File: src/rtl/tgf_div.sv
// ============================================================================
// tgf_div : iterative signed by unsigned divider
// Restoring division, one quotient bit per cycle, truncates toward zero.
// ============================================================================
module tgf_div #(
   parameter int NUM_W = 49,
   parameter int DEN_W = 17,
   parameter int Q_W   = 32
) (
   input  logic                    clock,
   input  logic                    reset,
   input  logic                    start,
   input  logic signed [NUM_W-1:0] dividend,
   input  logic [DEN_W-1:0]        divisor,
   output logic                    done,
   output logic signed [Q_W-1:0]   quotient
);
   localparam int CNT_W = $clog2(NUM_W + 1);

   logic [NUM_W-1:0] mag_ff, mag_in;
   logic [DEN_W:0]   rem_ff, rem_in;
   logic [DEN_W-1:0] den_ff, den_in;
   logic             neg_ff, neg_in;
   logic [CNT_W-1:0] cnt_ff, cnt_in;
   logic             busy_ff, busy_in;
   logic             done_ff, done_in;
   logic [DEN_W:0]   rem_sh;
   logic [NUM_W-1:0] q_full;

   always_comb begin
      mag_in  = mag_ff;
      rem_in  = rem_ff;
      den_in  = den_ff;
      neg_in  = neg_ff;
      cnt_in  = cnt_ff;
      busy_in = busy_ff;
      done_in = 1'b0;
      rem_sh  = {rem_ff[DEN_W-1:0], mag_ff[NUM_W-1]};
      if (start) begin
         neg_in  = dividend[NUM_W-1];
         mag_in  = dividend[NUM_W-1] ? NUM_W'(-dividend) : NUM_W'(dividend);
         rem_in  = '0;
         den_in  = divisor;
         cnt_in  = CNT_W'(NUM_W);
         busy_in = 1'b1;
      end else if (busy_ff) begin
         // shift in next dividend bit, subtract where it fits
         if (rem_sh >= {1'b0, den_ff}) begin
            rem_in = rem_sh - {1'b0, den_ff};
            mag_in = {mag_ff[NUM_W-2:0], 1'b1};
         end else begin
            rem_in = rem_sh;
            mag_in = {mag_ff[NUM_W-2:0], 1'b0};
         end
         cnt_in = cnt_ff - 1'b1;
         if (cnt_ff == CNT_W'(1)) begin
            busy_in = 1'b0;
            done_in = 1'b1;
         end
      end
   end

   always_ff @(posedge clock) begin
      if (reset) begin
         busy_ff <= 1'b0;
         done_ff <= 1'b0;
      end else begin
         busy_ff <= busy_in;
         done_ff <= done_in;
      end
      mag_ff <= mag_in;
      rem_ff <= rem_in;
      den_ff <= den_in;
      neg_ff <= neg_in;
      cnt_ff <= cnt_in;
   end

   assign q_full   = neg_ff ? -mag_ff : mag_ff;
   assign quotient = Q_W'(q_full);
   assign done     = done_ff;
endmodule

File: config.mk
export PLATFORM = sky130hd
export DESIGN_NAME = tgf_div
export DESIGN_NICKNAME = d
export VERILOG_FILES = /design/src/rtl/tgf_div.sv
export SDC_FILE = /design/constraint.sdc
export NUM_CORES = 1
export LEC_CHECK = 0
export BUFFER_PORTS_ARGS = -buffer_cell sky130_fd_sc_hd__buf_2
export CELL_PAD_IN_SITES_DETAIL_PLACEMENT = 0
export CELL_PAD_IN_SITES_GLOBAL_PLACEMENT = 2
export CORE_ASPECT_RATIO = 0.7
export CORE_MARGIN = 3
export CORE_UTILIZATION = 38
export DETAILED_ROUTE_END_ITERATION = 6
export GPL_TIMING_DRIVEN = 0
export HOLD_SLACK_MARGIN = 0.05
export PLACE_DENSITY = 0.92
export SYNTH_ARGS = -nofsm -noshare
export SYNTH_HDL_FRONTEND = slang
export SYNTH_SLANG_ARGS = --single-unit
export TNS_END_PERCENT = 1
File: constraint.sdc
create_clock -name clock -period 4.1 [get_ports clock]
set_input_delay 0.41 -clock clock [delete_from_list [all_inputs] [get_ports clock]]
set_output_delay 0.41 -clock clock [all_outputs]
set_load 0.005 [all_outputs]
Word level (Yosys, flattened, before mapping). Index checks and enable logic that the tools add are counted.

Add/sub/neg operators: 4. Magnitude comparators: 1. Eq/ne operators: 1. Mux-type cells: 10. Bitwise logic cells: 1. Reduce and logical (&&, ||, !) cells: 2.

Operator list (count): $mux W49 (3); $neg A49 Y49 (1); $mux W32 (1); $neg A32 Y32 (1); $ge A18 B17 Y1 (1); $mux W17 (1); $sub A17 B17 Y17 (1); $eq A6 B1 Y1 const B (1); $sub A6 B1 Y6 const B (1); $mux W1 (5); $reduce_or A3 Y1 (1); $reduce_bool A2 Y1 (1); $not A1 Y1 (1).

Register bits: 92. Input port bits: 69.

Depth between registers and ports, before layout.
Depth after elaboration: 4. Mapped depth: 12. Gate-level depth less buffers: 10.

Least setup slack after synthesis. No wires, ideal clock.

Path kind: reg-to-output. Start point: register mag_ff[23]. End point: output port quotient[31]. Arrival time: 2320 ps. Data required time: 3690 ps. Setup slack: 1370 ps. Stages on the path, launching flop included: 7. Buffers on the path: 0. Cells stage by stage: edfxtp_1 -> or4_4 -> or3_4 -> or4_4 -> or2_4 -> o31ai_4 -> xnor2_1.

Word-level cells in the longest chain between the ends: 2.

RTL lines: start: declaration (RTL line 20) `logic [NUM_W-1:0] mag_ff, mag_in;`; start signal: assignment (RTL line 71) `mag_ff <= mag_in;`; $neg A32 Y32 (RTL line 78) `assign q_full = neg_ff ? -mag_ff : mag_ff;`; $mux W32 (RTL line 78); end: declaration (RTL line 16) `output logic signed [Q_W-1:0] quotient`.

No other way between the ends.

Worst setup path after layout.
Start point: register mag_ff[48]. End point: register mag_ff[0] (data pin).

Word-level cells in the longest chain between the ends: 4.

RTL lines: $ge A18 B17 Y1 (RTL line 48) `if (rem_sh >= {1'b0, den_ff}) begin`; $mux W1 (RTL line 48); $mux W49 (RTL line 46) `end else if (busy_ff) begin`; $mux W49 (RTL line 39) `if (start) begin`; named net mag_in[0] (RTL line 20).

The timed path passes the listed nets, and every way through them passes these cells. The select of a mux whose other input is x is not followed. A chain may end at the register's enable or synchronous reset.

==> results.toml <==
[detailed_routing]
totalWireLength_um = 17580
dr.pass1.iters = 5
vias = 5559
wl_per_cell_um = 17.58
drc_errors = 0
wl_met2_um = 7251
wl_met3_um = 1311
drt_iter0_markers = 581
drtAntennaViolNets = 0
topRoutingLayerUsed = "met4"
via_per_inst = 5.559
wl_met1_um = 8867

[worst_setup_path]
max_stage_delay_ps = 520
reg2reg_from = "mag_ff[48]$_DFFE_PP_"
regToRegEndpoint = "mag_ff[0]$_DFFE_PP_"
arrival_ps = 3650
r2r_cells = 11
criticalPathCategory = "flip-flop to flip-flop"
critPathBufInv = 4
crit_slowest_cell = "nor3b_1"
r2r_slack_ps = 540
start_kind = "flip-flop"
path_cells = "inv_1 > ha_1 > inv_1 > fa_1 > a21oi_1 > a2111oi_0 > nor3b_1 > o31a_1 > clkbuf_1 > clkbuf_1 > mux2i_1"
cp.required_ps = 4190
endpoint_kind = "flip-flop"
cp_top_family = "buffers and inverters"
crit_fanout = 10

[grt]
grt_usage_pct = 19.89
antenna_found_initial = 0
grt-ovfl-total = 0
grt_pass1_vias = 5287
grt_pass1_wl_um = 27970
grt_max_degree = 33

[layout]
final_common_cell = "buf_2"
seq_area_sq_mm = 0.002512
multi_input_area_sq_mm = 0.003445
final_util_pct = 46.26
layout_common_cells = "101 x buf_2, 72 x nor2_1, 67 x edfxtp_1, 62 x a21oi_1, 48 x xor2_1"
diodes = 0
area_growth_syn_to_layout_pct = 17.70
fin_nets = 866
fin_area_sq_mm = 0.007281
drive_above_1_share_pct = 17.82
fillerInstances = 1534

[flow_run]
maxCapViolCount = 0

[cts]
htreeDepth = 3
clk_latency_ps = 360
post_cts_buffers = 0
max-clock-path-buffers = 2
path_clk_slew_ps = 70
cts_resized = 0
cts-root-buf = "clkbuf_16"
cts_hold_buf = 0
cts_tree = "yes"
cts_buffers = 9
clock_sinks = 92

[sta]
worstMarginPinSlew_ps = 1364
finalMaxSlewViolations = 0
fmax_mhz = 280.9
setup_ws_ps = 539.4
rsz0062_at_grt = "no"
setup_viol = 0
final_hold_viol_count = 0
finalSetupTns_ps = 0
maxSlewHeadroom_pct = 8.236
period_share_pct = 86.84
skew_ps = 11.00
fin_crit_ps = 3561

[synth]
synth_cell_types = 63
syn_nets = 753
synth_flop_cell = "edfxtp_1"
yosysWarnings = 0
synth_seq_cells = 92
syn_inst = 662
synth-async-reset-ratio_pct = 0
synth_seq_area_share_pct = 40.61
syn_area_sq_mm = 0.006186
syn_area_per_cell_sq_um = 9.344
synth-edff-count = 67

[die]
die_w_um = 158.5
row_count = 38
num_io_pins = 102
die_area_sq_mm = 0.01787
core_sq_mm = 0.01574
initial_core_util_pct = 39.31
die_h_um = 112.8

[worst_hold_path]
holdPathEnd = "den_ff[6]$_DFFE_PP_"
hp-start = "divisor[6]"
hold_class = "primary input to flip-flop"
whs_path_depth = 1

[pwr]
ir_worst_vdd_mv = 0.2050
p_leak_nw = 2.813
power_density_mw_per_mm2 = 353.4
p_total_mw = 2.573

[placed_design]
place_ws_ps = 655.5
place_area_sq_mm = 0.006987
dp_hpwl_um = 13610
gp_congestion = 0.9286
numPortBuffers = 101

[run_status]
outcome = "completed"
synthesized netlist by cell type, drive strengths merged, types with 2 or more instances:
cell type	number	area, sq um
a2111oi	2	17.52
a211o	2	17.52
a211oi	9	67.56
a21boi	2	15.01
a21o	6	45.04
a21oi	62	310.3
a311oi	2	17.52
a32oi	5	43.79
and3	3	18.77
buf	6	26.28
clkbuf	24	90.09
dfxtp	25	500.5
edfxtp	67	2012
ha	21	262.8
inv	30	112.6
mux2	5	56.30
mux2i	8	80.08
nand2	45	168.9
nand2b	8	50.05
nand3	17	85.08
nand3b	2	15.01
nand4	4	25.02
nand4b	2	17.52
nor2	72	270.3
nor2b	3	18.77
nor3	8	40.04
nor3b	2	15.01
nor4	8	77.57
o211ai	3	22.52
o21ai	30	150.1
o21bai	2	15.01
o311ai	4	35.03
o31ai	26	209.0
o41ai	18	157.7
or2	5	33.78
or3	7	48.80
or4	11	93.84
xnor2	42	367.9
xor2	48	420.4
per-stage QoR:
| stage | instances | hold WS (ps) |
|---|---|---|
| finish | 1000 | 224.0 |
| global route | 1000 | 209.5 |
| CTS | 1000 | 210.5 |
| detailed placement | 984 | 482.3 |
| global placement | 983 | 459.5 |
| floorplan | 662 | 437.1 |
registers in the layout, summed over array words and instances, names as in the netlist:
register / count
den_ff: 17
mag_ff: 49
neg_ff: 1
busy_ff: 1
cnt_ff: 6
rem_ff: 17
done: 1
worst reg2reg max path: cells and delay by family, from the launching register on:
family	cells	cell delay (ps)
AOI/OAI and AO/OA	3	570
adders and majority gates	2	570
muxes	1	130
buffers and inverters	4	1110
DFF	1	380
and+or+nand+nor	1	520
cells by family after synthesis:
group	after synthesis	share of synthesized area, %
DFF	92	40.61
adders and majority gates	22	4.571
and+or+nand+nor	201	16.38
muxes	13	2.205
buffers and inverters	60	3.702
xor gates and xnor gates	90	12.74
AOI/OAI and AO/OA	184	19.78
per-layer routing:
layer,vias up,global-route usage [%]
met5,-,0
met3,11,4.014
met4,0,4.928
li1,2690,-
met1,2648,31.66
met2,210,27.28
how the worst max path moves through the flow:
stage / start / endpoint / slack, ps / depth (start not counted)
6_report: mag_ff[48]$_DFFE_PP_ / mag_ff[0]$_DFFE_PP_ / 540 / 11
5_1_grt: mag_ff[48]$_DFFE_PP_ / rem_ff[5]$_SDFFE_PP0P_ / 270 / 12
4_1_cts: mag_ff[48]$_DFFE_PP_ / mag_ff[0]$_DFFE_PP_ / 640 / 11
3_5_place_dp: mag_ff[48]$_DFFE_PP_ / mag_ff[0]$_DFFE_PP_ / 660 / 11
3_3_place_gp: start / mag_ff[29]$_DFFE_PP_ / 450 / 5
2_1_floorplan: mag_ff[23]$_DFFE_PP_ / quotient[31] / 1370 / 6
power by group:
group	internal (mW)	switching, mW	total, mW
logic	0.241	0.310	0.552
clock network	0.473	0.381	0.854
registers	1.10	0.0682	1.17
total	1.81	0.759	2.57
final cells by class:
class | instances | share of cell area (%)
inverter | 30 | 1.547
clock buffer | 10 | 3.145
multi-input combinational | 510 | 47.31
tap | 220 | 3.781
sequential | 92 | 34.51
buffer | 30 | 1.598
clock inverter | 6 | 0.8936
timing repair buffer | 102 | 7.218
Power figures use the tool's default switching activity.
